<file path="config.mk">
export PLATFORM = sky130hd
export DESIGN_NAME = pq_adc_merge
export DESIGN_NICKNAME = d
export VERILOG_FILES = /design/src/rtl/pq_adc_pkg.sv /design/src/rtl/pq_adc_merge.sv
export SDC_FILE = /design/constraint.sdc
export NUM_CORES = 1
export LEC_CHECK = 0
export BUFFER_PORTS_ARGS = -buffer_cell sky130_fd_sc_hd__buf_2
export CAP_MARGIN = 20
export CORE_UTILIZATION = 58
export CTS_CLUSTER_DIAMETER = 60
export CTS_CLUSTER_SIZE = 28
export DETAILED_ROUTE_END_ITERATION = 8
export PLACE_DENSITY = 0.83
export SLEW_MARGIN = 20
export SYNTH_ARGS = -nofsm -noshare
export SYNTH_HDL_FRONTEND = slang
export SYNTH_SLANG_ARGS = --single-unit
</file>
<file path="constraint.sdc">
create_clock -name clk_i -period 4.71 [get_ports clk_i]
set_input_delay 0.7065 -clock clk_i [delete_from_list [all_inputs] [get_ports clk_i]]
set_output_delay 0.7065 -clock clk_i [all_outputs]
set_load 0.05 [all_outputs]
</file>
<file path="src/rtl/pq_adc_pkg.sv">
package pq_adc_pkg;

  // Fixed field widths.
  localparam int unsigned MAX_SUBSPACES = 8;
  localparam int unsigned CODE_W        = 8;
  localparam int unsigned SUBSPACE_W    = 3;
  localparam int unsigned DIST_W        = 32;
  localparam int unsigned ID_W          = 31;
  localparam int unsigned RESULT_W      = 32;
  localparam int unsigned CODES_W       = MAX_SUBSPACES * CODE_W;

  // Defaults for the top level parameters.
  localparam int unsigned DEF_SUBSPACES     = 8;
  localparam int unsigned DEF_CODEBOOK_SIZE = 256;

  localparam logic [DIST_W-1:0]   PAD_DIST_RESET = 32'h7FFF_FFFF;
  localparam logic [RESULT_W-1:0] RESULT_PAD     = 32'hFFFF_FFFF;

  typedef enum logic {
    CMD_WRITE = 1'b0,
    CMD_SCORE = 1'b1
  } cmd_e;

  typedef logic [MAX_SUBSPACES-1:0][DIST_W-1:0] lane_vec_t;

  // Stage enables handed from the pipeline control to the merge tree.
  typedef struct packed {
    logic en_pair;
    logic en_out;
  } pipe_ctrl_t;

endpackage

</file>
<file path="src/rtl/pq_adc_merge.sv">
module pq_adc_merge
  import pq_adc_pkg::*;
(
  input  logic              clk_i,
  input  pipe_ctrl_t        ctrl_i,
  input  lane_vec_t         lane_val_i,
  output logic [DIST_W-1:0] sum_o
);

  localparam int unsigned PAIRS  = MAX_SUBSPACES / 2;
  localparam int unsigned PAIR_W = DIST_W + 1;
  localparam int unsigned SUM_W  = DIST_W + 3;

  logic [PAIRS-1:0][PAIR_W-1:0] pair_d, pair_q;
  logic [SUM_W-1:0]             total;
  logic [DIST_W-1:0]            sat;
  logic [DIST_W-1:0]            sum_q;

  always_comb begin
    for (int i = 0; i < PAIRS; i++) begin
      pair_d[i] = {lane_val_i[2*i][DIST_W-1], lane_val_i[2*i]}
                + {lane_val_i[2*i+1][DIST_W-1], lane_val_i[2*i+1]};
    end
  end

  always_ff @(posedge clk_i) begin
    if (ctrl_i.en_pair) begin
      pair_q <= pair_d;
    end
  end

  always_comb begin
    total = '0;
    for (int i = 0; i < PAIRS; i++) begin
      total = total + {{(SUM_W - PAIR_W){pair_q[i][PAIR_W-1]}}, pair_q[i]};
    end
  end

  // The sum fits when the bits above the 32-bit sign all agree with it.
  always_comb begin
    if ((&total[SUM_W-1:DIST_W-1]) || !(|total[SUM_W-1:DIST_W-1])) begin
      sat = total[DIST_W-1:0];
    end else if (total[SUM_W-1]) begin
      sat = {1'b1, {(DIST_W - 1){1'b0}}};
    end else begin
      sat = {1'b0, {(DIST_W - 1){1'b1}}};
    end
  end

  always_ff @(posedge clk_i) begin
    if (ctrl_i.en_out) begin
      sum_q <= sat;
    end
  end

  assign sum_o = sum_q;

endmodule

</file>
==> results.py, run 1 <==
metrics = {
    "timing": {
        "setup_viol": 0,
        "relSlewSlack": 0.451,
        "hold_viol": 0,
        "finalSetupTns_ns": 0,
        "period_minus_slack_ns": 4.41,
        "rsz0062_at_grt": "false",
        "tightestPinTransition_ns": 0.823,
        "slew_viol_final": 0,
        "finalClockSkew_ns": 0.00870,
        "fmax_mhz": 227,
        "worst_hold_slack_ns": 0.559,
        "post-route-period-util": 0.937,
    },
    "cells_and_area": {
        "ff_latch_area_um2": 4920,
        "layout.nets": 2440,
        "fin_cells": 2296,
        "fin_area_um2": 18000,
        "areaGrowthSynthToFinish_pct": 15.1,
        "layout_common_cells": "buf_2, inv_1, edfxtp_1",
        "drive_above_1_share": 0.177,
        "fillers": 2045,
        "multi_input_area_um2": 9710,
        "antenna_cells": 0,
        "final_common_cell": "buf_2",
    },
    "setup_path": {
        "end_kind": "flip-flop",
        "cp_max_fo": 31,
        "path_cells": "inv_1, fa_1, fa_1, inv_1, ha_1, a21oi_1, o21a_1, o21ai_1, a221o_1, a311oi_1, o21ai_1, xnor2_1, o31a_4, o21a_1",
        "crit_path_max_incr_delay_ns": 0.52,
        "crit_slowest_cell": "fa_1",
        "crit_arrival_ns": 4.73,
        "reg2reg_from": "pair_q[58]",
        "worstSetupStartpointType": "flip-flop",
        "critical_path.top_delay_family": "compound AO/OA/AOI/OAI gates",
        "cp.required_ns": 5.02,
        "regToRegEndpoint": "sum_o[3]",
        "path_buf_inv": 2,
        "r2r_cells": 14,
        "worstSetupPathType": "flip-flop to flip-flop",
        "regToRegSetupSlack_ns": 0.30,
    },
    "placed_design": {
        "dp_hpwl_um": 34300,
        "placed_cell_area_um2": 17500,
        "port_buffers": 290,
        "placed_cells_incl_taps": 2264,
        "gp_congestion": 0.936,
    },
    "synthesis": {
        "yosys.area_share.simple": 0.113,
        "synthCells": 1662,
        "ys_seq_area_frac": 0.315,
        "yosys_warnings": 0,
        "synth_fp_nets": 2154,
        "synth_mux_area_frac": 0.00200,
        "ys_dominant_reg_cell": "edfxtp_1",
        "yosysUniqueCellTypes": 81,
        "synthAdderAreaFrac": 0.220,
        "synth_area_per_cell_um2": 9.42,
        "synth_edf_count": 164,
        "asyncSetResetFlopFracSynth": 0,
        "synth_top_family_by_area": "adder cells",
        "synth-seq-cells": 164,
        "syn-cell-area_um2": 15700,
        "synth_compound_area_frac": 0.215,
        "synth-xor-area-share": 0.0694,
    },
    "pwr": {
        "power_density_nw_per_um2": 643,
        "vdd_drop_max_v": 0.000505,
        "finalPower_w": 0.0116,
        "p_leak_nw": 8.61,
    },
    "floorplanning": {
        "std_cell_rows": 59,
        "die_x_um": 166,
        "die_area_um2": 27700,
        "initial_core_util": 0.596,
        "io_pins": 291,
        "core_um2": 26300,
        "fp.dieH_um": 166,
    },
    "cts": {
        "cts_max_path_buffers": 2,
        "clock_latency_ns": 0.44,
        "cts.clk_slew.worst_paths_ns": 0.07,
        "htreeDepth": 4,
        "clock_sinks": 164,
        "hold_buffers": 0,
        "clock-root-buffer": "clkbuf_16",
        "numCtsBuffers": 17,
        "tritoncts": "built",
    },
    "drt": {
        "first_pass_iters": 7,
        "drc": 8,
        "vias": 13448,
        "wl_per_cell_um": 18.1,
        "first_iter_violations": 1227,
        "wl_um": 41600,
        "postRouteAntennaNets": 0,
        "vias_per_cell": 5.86,
    },
    "min_path": {
        "hp-start": "lane_val_i[96]",
        "hold_depth": 2,
        "hold_class": "input port to flip-flop",
        "holdPathEnd": "pair_q[33]",
    },
    "global_route": {
        "grt_pass1_wl_um": 65600,
        "grt_max_degree": 63,
        "grt_use_total": 0.301,
        "grt_pass1_vias": 12888,
        "gr-total-overflow": 0,
        "antenna_found_initial": 1,
    },
    "flow_run": {
        "maxCapViolations": 0,
    },
    "status": {
        "status": "finished with violations",
        "violations": "DRC",
    },
}
cell type report:
class | count | area share
repair buffers | 296 | 0.0832
flip-flops and latches | 164 | 0.273
clock buffers | 17 | 0.0236
multi-input cells | 1224 | 0.539
well taps | 335 | 0.0233
clock inverters | 15 | 0.00667
inverters | 245 | 0.0510
Yosys cell counts, types with 4 or more instances:
library cell  instances  area [um2]
nor2b_1              18         113
nor3_1               30         150
inv_1               245         920
buf_2                 7        35.0
xnor2_1              87         762
nand2_1              78         293
o31ai_1               9        67.6
nor2_1               95         357
nand4_1              13        81.3
o211ai_1             10        75.1
o21bai_1             17         128
a21boi_0             11        82.6
a31oi_1              14        87.6
or2_2                 4        25.0
nand3_1              33         165
nand2b_1             26         163
fa_1                 71        1420
edfxtp_1            164        4920
xor2_1               37         324
ha_1                162        2030
a311oi_1              5        43.8
and2_1               12        75.1
and4_1                6        52.6
clkbuf_1             20        75.1
and3_1               20         125
a21o_1               93         698
a211oi_1             16         120
a21oi_1             140         701
a221oi_1              8        70.1
o21ai_1              18        90.1
o21ai_0              82         410
or3_1                 5        31.3
o21a_1               23         173
worst max-delay path by stage:
stage / slack, ns / cells after the start / start / end
6_report: 0.30 / 14 / pair_q[58] / sum_o[3]
5_1_grt: 0.11 / 15 / pair_q[1] / sum_o[28]
4_1_cts: 0.22 / 14 / pair_q[58] / sum_o[3]
3_5_place_dp: 0.23 / 14 / pair_q[58] / sum_o[3]
3_3_place_gp: 0.33 / 14 / pair_q[58] / sum_o[3]
2_1_floorplan: 0.83 / 16 / pair_q[34] / sum_o[12]
per-layer routing:
metal,up-vias,global-route usage,share of wire
li1,6506,-,-
met3,61,0.0388,0.077
met5,-,0,0.00031
met1,6308,0.435,0.45
met4,2,0.0886,0.021
met2,571,0.475,0.45
cell families after synthesis:
family,after synthesis
compound gates,508
simple gates,356
buf+inv,274
fa+ha+maj,233
flops,164
xor+xnor,124
mux,3
state kept, by name, summed over array words and instances (netlist names):
name,cells
pair_q,132
sum_o,32
power breakdown:
part           switching [W]  leakage, nW  total (W)  internal, W
clock network       0.000655        0.268    0.00134     0.000689
registers          0.0000975         1.60    0.00245      0.00235
logic                0.00475         6.74    0.00778      0.00303
repair_timing:
| action | in CTS | in global routing |
|---|---|---|
| endpoints found under the setup margin | 0 | 3 |
| gates resized for setup | 0 | 2 |
| setup buffers | 0 | 0 |
through the flow:
step	utilization	setup WS, ns
final	0.685	0.296
after floorplan	-	0.827
after detailed placement	0.664	0.233
after global placement	0.664	0.326
after CTS	0.685	0.221
after global routing	0.685	0.110
Note: power is estimated with default switching activity, not from simulation.
==> run 2, diff against run 1 <==
- CORE_ASPECT_RATIO: unset -> 1.5
==> results.py, run 2 (synthesized netlist as in run 1, its figures left out) <==
metrics = {
    "setup_path": {
        "crit_slowest_cell": "fa_1",
        "cp.required_ns": 4.90,
        "critical_path.top_delay_family": "compound AO/OA/AOI/OAI gates",
        "crit_arrival_ns": 4.65,
        "worstSetupStartpointType": "flip-flop",
        "crit_path_max_incr_delay_ns": 0.52,
        "path_buf_inv": 3,
        "path_cells": "inv_1, fa_1, fa_1, inv_1, ha_1, a211oi_1, o21ai_1, and4_1, o21a_1, nor3_2, o41ai_1, xor2_1, a31o_2, buf_12, a31o_1",
        "end_kind": "flip-flop",
        "cp_max_fo": 18,
        "worstSetupPathType": "flip-flop to flip-flop",
    },
    "cts": {
        "hold_buffers": 0,
        "clock_sinks": 164,
        "cts.clk_slew.worst_paths_ns": 0.06,
        "clock_latency_ns": 0.44,
        "htreeDepth": 4,
        "cts_max_path_buffers": 2,
        "clock-root-buffer": "clkbuf_16",
        "tritoncts": "built",
        "numCtsBuffers": 17,
    },
    "global_route": {
        "top_usage_layer": "met2",
        "grt_pass1_wl_um": 65200,
        "grt_pass1_vias": 13472,
        "use_met1": 0.377,
        "grt_use_total": 0.303,
        "grt_use_met3": 0.0333,
        "grt_max_degree": 133,
        "gr-total-overflow": 0,
        "antenna_found_initial": 0,
        "met2_usage": 0.527,
    },
    "placed_design": {
        "place_ws_ns": 0.236,
        "port_buffers": 290,
        "dp_hpwl_um": 33400,
        "placed_cells_incl_taps": 2268,
        "gp_congestion": 0.951,
    },
    "pwr": {
        "internal_power_w": 0.00620,
        "vdd_drop_max_v": 0.000673,
        "power_density_nw_per_um2": 643,
        "seq_power_share": 0.211,
        "p_clk_frac": 0.112,
        "switching_power_w": 0.00541,
        "p_leak_nw": 8.60,
        "swShare": 0.466,
        "p_comb_frac": 0.678,
    },
    "timing": {
        "finalClockSkew_ns": 0.00771,
        "hold_viol": 0,
        "fin_ws_ns": 0.250,
        "setup_viol": 0,
        "post-route-period-util": 0.947,
        "period_minus_slack_ns": 4.46,
        "fmax_mhz": 224,
        "relSlewSlack": 0.495,
        "finalSetupTns_ns": 0,
        "slew_viol_final": 0,
        "tightestPinTransition_ns": 0.752,
        "rsz0062_at_grt": "false",
    },
    "floorplanning": {
        "fp.dieH_um": 203,
        "io_pins": 291,
        "die_x_um": 136,
        "initial_core_util": 0.591,
        "std_cell_rows": 73,
        "core_um2": 26500,
        "die_area_um2": 27700,
    },
    "cells_and_area": {
        "top_register": "pair_q",
        "drive_above_1_share": 0.177,
        "fin_cells": 2300,
        "final_common_cell": "buf_2",
        "largest_reg_flops": 132,
        "layout.nets": 2442,
        "antenna_cells": 0,
        "utilization": 0.681,
        "areaGrowthSynthToFinish_pct": 15.3,
        "layout_common_cells": "buf_2, inv_1, edfxtp_1",
    },
    "drt": {
        "vias": 13500,
        "postRouteAntennaNets": 0,
        "drc": 0,
        "vias_per_cell": 5.87,
        "wl_per_cell_um": 17.6,
        "first_iter_violations": 920,
        "first_pass_iters": 5,
        "wl_um": 40500,
    },
    "flow_run": {
        "maxCapViolations": 0,
    },
    "min_path": {
        "hold_class": "input port to flip-flop",
    },
    "status": {
        "status": "finished, final reports clean",
    },
}
## run 2: cell types whose count changed in the layout (fill, tap and decap cells not counted), moves of 2 or more
| cell | delta |
|---|---|
| buf_12 | +2 |
| inv_6 | -3 |
| clkbuf_1 | +3 |
| inv_8 | -3 |
| clkinvlp_4 | +3 |
## run 2: layout make-up
cell class / instances / area (um2)
Multi-Input combinational cell: 1224 / 9700
Fill cell: 2139 / 8440
Sequential cell: 164 / 4920
Timing Repair Buffer: 298 / 1540
Inverter: 245 / 920
Clock buffer: 20 / 437
Tap cell: 337 / 422
Clock inverter: 12 / 108
## run 2: path summary, 6_finish.rpt
kind | end | from | slack [ns] | cells past startpoint
max | sum_o[12] | pair_q[35] | 0.25 | 15
max reg2reg | sum_o[12] | pair_q[35] | 0.25 | 15
min reg2reg | sum_o[0] | pair_q[99] | 0.66 | 2
min | pair_q[66] | lane_val_i[160] | 0.58 | 2
## run 2: through the flow
stage | power, W | hold slack (ns) | cell area (um2)
2_1_floorplan | 0.00822 | 0.619 | 15700
3_3_place_gp | 0.00991 | 0.644 | 17500
3_5_place_dp | 0.0101 | 0.658 | 17500
4_1_cts | 0.0115 | 0.565 | 18000
5_1_grt | 0.0124 | 0.587 | 18000
6_report | 0.0116 | 0.584 | 18000
## run 2: power by group through the flow
stage | sequential (W) | clock, W | combinational (W)
2_1_floorplan | 0.00298 | 0 | 0.00524
3_3_place_gp | 0.00247 | 0 | 0.00744
3_5_place_dp | 0.00248 | 0 | 0.00760
4_1_cts | 0.00245 | 0.00132 | 0.00770
5_1_grt | 0.00248 | 0.00137 | 0.00859
6_report | 0.00244 | 0.00130 | 0.00787
## run 2: worst reg2reg max path, delay by kind of cell (launching register included)
| kind | cells | cell delay, ns |
|---|---|---|
| AOI/OAI and AO/OA | 6 | 1.46 |
| xor gates and xnor gates | 1 | 0.19 |
| adders and majority gates | 3 | 1.28 |
| buffers and inverters | 3 | 0.36 |
| DFF | 1 | 0.38 |
| and+or+nand+nor | 2 | 0.57 |
## run 2: what timing repair did
action / 4_1_cts / 5_1_grt
buffers inserted: 0 / 0
endpoints found under the setup margin: 0 / 5
resized for setup: 0 / 1
## run 2: metal layers
| metal | vias up | part of all wire |
|---|---|---|
| li1 | 6509 | - |
| met1 | 6382 | 0.41 |
| met2 | 516 | 0.50 |
| met3 | 93 | 0.053 |
| met4 | 0 | 0.035 |
| met5 | - | 0 |
